[src/rtl/bbe_pkg.sv]
`timescale 1ns / 1ps
// ----------------------------------------------------------------------------
// bbe_pkg
// Shared sizes, codes and types of the binary boundary extractor.
// ----------------------------------------------------------------------------
package bbe_pkg;

    localparam int MAX_WIDTH   = 2048;
    localparam int MAX_HEIGHT  = 2048;
    localparam int MIN_SIZE    = 3;
    localparam int COL_W       = $clog2(MAX_WIDTH);
    localparam int ROW_W       = $clog2(MAX_HEIGHT);
    localparam int CFG_W       = 12;
    localparam int CFG_IDX_W   = 1;
    localparam int OUT_COORD_W = 11;

    // results caused by one pixel at most
    localparam int MAX_RES     = 4;
    localparam int FIFO_DEPTH  = 16;
    localparam int PTR_W       = $clog2(FIFO_DEPTH);
    localparam int STALL_LEVEL = FIFO_DEPTH - MAX_RES;

    // configuration register indexes
    localparam logic [CFG_IDX_W-1:0] REG_IMAGE_WIDTH  = 1'd0;
    localparam logic [CFG_IDX_W-1:0] REG_IMAGE_HEIGHT = 1'd1;

    typedef logic [COL_W-1:0]       col_t;
    typedef logic [ROW_W-1:0]       row_t;
    typedef logic [CFG_W-1:0]       cfg_t;
    typedef logic [OUT_COORD_W-1:0] coord_t;
    typedef logic [PTR_W-1:0]       ptr_t;
    typedef logic [PTR_W:0]         cnt_t;

    // line store entry: [1] two rows up, [0] one row up
    typedef logic [1:0] line_t;

    typedef struct packed {
        logic   edge_set;
        coord_t row;
        coord_t col;
        logic   frame_done;
    } result_t;

    // pixel waiting for its line store read
    typedef struct packed {
        logic valid;
        row_t r;
        col_t c;
        logic cur;
        logic last_col;
        logic last_row;
    } stage_t;

    // up to four results pushed in one cycle, in emission order
    typedef struct packed {
        logic [MAX_RES-1:0] en;
        result_t [MAX_RES-1:0] res;
    } push_t;

endpackage

[src/rtl/bbe_kernel.sv]
`timescale 1ns / 1ps
// ----------------------------------------------------------------------------
// bbe_kernel
// 3x2 window register and the boundary decision for the pixel one row up and
// one column back, plus the last-row and last-column results.
// ----------------------------------------------------------------------------
module bbe_kernel (
    input  logic                 clk,
    input  logic                 rst_n,
    input  bbe_pkg::stage_t      stage,
    input  bbe_pkg::line_t       line,
    input  bbe_pkg::col_t        last_col_idx,
    input  bbe_pkg::row_t        last_row_idx,
    output bbe_pkg::push_t       push
);

    logic [5:0] window_reg;
    logic [5:0] window_next;
    logic       a;
    logic       b;
    logic       up;
    logic       ctr;
    logic       dn;
    logic       left;
    logic       r_nz;
    logic       c_nz;
    logic       e;

    assign a    = line[1];
    assign b    = line[0];
    assign up   = window_reg[0];
    assign ctr  = window_reg[1];
    assign dn   = window_reg[2];
    assign left = window_reg[4];

    assign r_nz = (stage.r != '0);
    assign c_nz = (stage.c != '0);

    // next to the first row or column the centre pixel is a border copy
    assign e = ((stage.r == bbe_pkg::row_t'(1)) || (stage.c == bbe_pkg::col_t'(1))) ?
               ctr : (ctr & ~(up & left & b & dn));

    assign window_next = {window_reg[2:0], stage.cur, b, a};

    always_ff @(posedge clk or negedge rst_n)
    begin
        if (!rst_n)
        begin
            window_reg <= '0;
        end
        else if (stage.valid)
        begin
            window_reg <= window_next;
        end
    end

    always_comb
    begin
        push.en[0] = stage.valid & r_nz & c_nz;
        push.en[1] = stage.valid & r_nz & stage.last_col;
        push.en[2] = stage.valid & stage.last_row & c_nz;
        push.en[3] = stage.valid & stage.last_row & stage.last_col;

        push.res[0].edge_set   = e;
        push.res[0].row        = bbe_pkg::coord_t'(stage.r - 1'b1);
        push.res[0].col        = bbe_pkg::coord_t'(stage.c - 1'b1);
        push.res[0].frame_done = 1'b0;

        push.res[1].edge_set   = b;
        push.res[1].row        = bbe_pkg::coord_t'(stage.r - 1'b1);
        push.res[1].col        = bbe_pkg::coord_t'(last_col_idx);
        push.res[1].frame_done = 1'b0;

        push.res[2].edge_set   = dn;
        push.res[2].row        = bbe_pkg::coord_t'(last_row_idx);
        push.res[2].col        = bbe_pkg::coord_t'(stage.c - 1'b1);
        push.res[2].frame_done = 1'b0;

        push.res[3].edge_set   = stage.cur;
        push.res[3].row        = bbe_pkg::coord_t'(last_row_idx);
        push.res[3].col        = bbe_pkg::coord_t'(last_col_idx);
        push.res[3].frame_done = 1'b1;
    end

endmodule

[config.mk]
export PLATFORM = sky130hd
export DESIGN_NAME = bbe_kernel
export DESIGN_NICKNAME = d
export VERILOG_FILES = /design/src/rtl/bbe_pkg.sv /design/src/rtl/bbe_kernel.sv
export SDC_FILE = /design/constraint.sdc
export NUM_CORES = 1
export LEC_CHECK = 0
export BUFFER_PORTS_ARGS = -buffer_cell sky130_fd_sc_hd__buf_2
export CELL_PAD_IN_SITES_DETAIL_PLACEMENT = 0
export CELL_PAD_IN_SITES_GLOBAL_PLACEMENT = 2
export CORE_ASPECT_RATIO = 1.25
export CORE_MARGIN = 2
export CORE_UTILIZATION = 14
export CTS_CLUSTER_SIZE = 10
export DETAILED_ROUTE_END_ITERATION = 12
export PLACE_DENSITY = 0.86
export SLEW_MARGIN = 20
export SYNTH_ARGS = -nofsm -noshare
export SYNTH_HDL_FRONTEND = slang
export SYNTH_SLANG_ARGS = --single-unit
[constraint.sdc]
create_clock -name clk -period 2.5 [get_ports clk]
set_clock_uncertainty 0.15 [all_clocks]
set_input_delay 0.5 -clock clk [delete_from_list [all_inputs] [get_ports clk]]
set_output_delay 0.5 -clock clk [all_outputs]
set_load 0.01 [all_outputs]
==> out/results.ini <==
[die]
ios = 152
core_um2 = 8560
std_cell_rows = 38
die_y_um = 108
initial_core_util_pct = 14.2
die_area_um2 = 9470
die_w_um = 87.5

[placement]
io_buffers = 81
place_area_um2 = 1280
pre_cts_ws_ns = -0.00865
dp_hpwl_mm = 2.50
routabilityCongestion = 0.675

[synth]
yosysWarnings = 0
yosys.area.top_type = buf_4
synth.top_cell.area_share_pct = 45.6
ys_seq_area_share_pct = 8.21
synth_area_leaders = buf_4 46%, dfrtp_1 8.2%, xor2_1 7.9%, ha_1 6.2%, xnor2_1 2.9%
synth_area_um2 = 1220
synth.avg_cell_area_um2 = 7.97
ys_types = 29
synthCells = 153
ys_seq_elements = 4

[cells_and_area]
finish.utilization_pct = 16.3
num_antenna_cells = 0
ff_latch_area_um2 = 100
area_growth_pct = 14.3
drive_gt1_share_pct = 64.0
fillCellCount = 965
largest_register_ff_count = 4
finish.instance_area_um2 = 1390
multi_input_area_um2 = 582
fin_nets = 235

[clock_network]
cts.htree.levels = 1
clockBufferDepth = 2
clock-sinks = 4
clk_pin_slew_ns = 0.03
root_buffer = clkbuf_8
cts-buffers-inserted = 3
cts_tree = built
insertion_delay_ns = 0.21

[setup_path]
required_ns = 1.85
crit_path_max_incr_delay_ns = 0.40
startpoint_type = primary input
crit_chain = buf_8 -> inv_6 -> ha_4 -> or3b_4 -> buf_6 -> nor3_4 -> xor2_1 -> buf_2
regToRegSetupSlack_ns = 1.61
path_class = primary input to primary output
crit_buf_inv = 4
critPathSlowestCell = or3b_4
path_max_fanout = 3
arrival_ns = 1.79
path_delay_family = simple AND/OR/NAND/NOR gates
cp-end-kind = primary output

[routing]
drc = 0
dr.pass1.iters = 3
ant_nets = 0
wl_met3_um = 270
top_layer = met4
wl_met2_mm = 1.45
routed_wl_mm = 2.84
via_per_inst = 3.53
drt_iter0_markers = 12
wire_per_inst_um = 10.3
wl_met1_mm = 1.02
vias = 971

[global_routing]
grt_max_degree = 10
antenna_found_initial = 0
grt_usage_pct = 5.40
grt_pass1_vias = 857
grt-ovfl-total = 0
grt_pass1_wl_mm = 3.97

[sta]
finalCriticalPeriod_ns = 2.44
fmax_ghz = 0.410
hold_viol_final = 0
post-route-period-util_pct = 97.5
finalMaxSlewViolations = 0
rsz0062_at_grt = true
setup_viol = 0
hold_ws_ns = 0.350
setup_ws_ns = 0.0615

[worst_hold_path]
hold_path.class = flop to flop

[power_and_ir_drop]
total_power_uw = 413
leakagePower_uw = 0.000714
ir_worst_vdd_v = 0.0000870
p_per_area_nw_per_um2 = 297

[status]
status = finished clean

[job]
maxCapViolCount = 0

per-stage QoR:
step / instances / setup TNS (ns)
6_report: 275 / 0
5_1_grt: 275 / -0.162
4_1_cts: 274 / 0
3_5_place_dp: 270 / -0.0175
3_3_place_gp: 270 / -0.00178
2_1_floorplan: 155 / -0.0171
cell families after synthesis:
logic type / Yosys count / share of synthesized area, %
AOI/OAI and AO/OA: 6 / 3.28
xor gates and xnor gates: 15 / 10.8
adders and majority gates: 6 / 6.16
buffers and inverters: 82 / 48.0
DFF: 4 / 8.21
muxes: 3 / 2.77
other: 2 / 0.616
and+or+nand+nor: 35 / 20.1
area by class of cell:
class	count	share of cell area, %
Tap cell	100	8.98
Inverter	7	2.43
Clock buffer	3	2.96
Timing Repair Buffer	92	36.7
Multi-Input combinational cell	69	41.8
Sequential cell	4	7.19
cell usage after synthesis (all sizes together):
cell	instances
ha	6
nor3	4
nand4	4
inv	7
a31oi	1
xor2	11
mux2	3
nand3	1
and3	4
nor4	4
o31ai	2
nor2	6
buf	74
o21ai	2
xnor2	4
o41ai	1
conb	2
or3b	1
clkbuf	1
nor3b	2
nand2	5
or4	3
and4	1
dfrtp	4
repair_timing:
action | CTS | global route
setup buffers | 0 | 1
pin swaps | 2 | 4
resized for setup | 3 | 10
hold buffers | 1 | 0
setup endpoints to repair | 5 | 8
hold endpoints to repair | 4 | 0
where the power goes:
group / switching [uW] / internal (uW)
combinational: 112 / 93.1
sequential: 3.02 / 72.1
clock: 31.1 / 102
total: 146 / 268
cells in the final DEF (no fill, tap or decap), types with 5 or more instances in the layout:
| master | count |
|---|---|
| nand2_1 | 5 |
| buf_2 | 79 |
| ha_1 | 5 |
| buf_4 | 9 |
| nor2_1 | 6 |
| xor2_1 | 10 |
| inv_1 | 5 |
metal layers:
layer | vias to the layer above | track usage [%]
li1 | 473 | -
met1 | 422 | 5.55
met2 | 52 | 9.42
met3 | 24 | 1.45
met4 | 0 | 3.63
met5 | - | 0
path summary, 6_finish.rpt:
path / startpoint / endpoint / cells after the start
max in group asynchronous: rst_n / window_reg[0] / 2
worst min-delay path: window_reg[4] / window_reg[4] / 1
min in group asynchronous: rst_n / window_reg[4] / 2
worst max register to register: window_reg[2] / window_reg[2] / 1
worst min register to register: window_reg[4] / window_reg[4] / 1
worst max-delay path: stage[4] / push[7] / 8
Power figures use the tool's default switching activity.
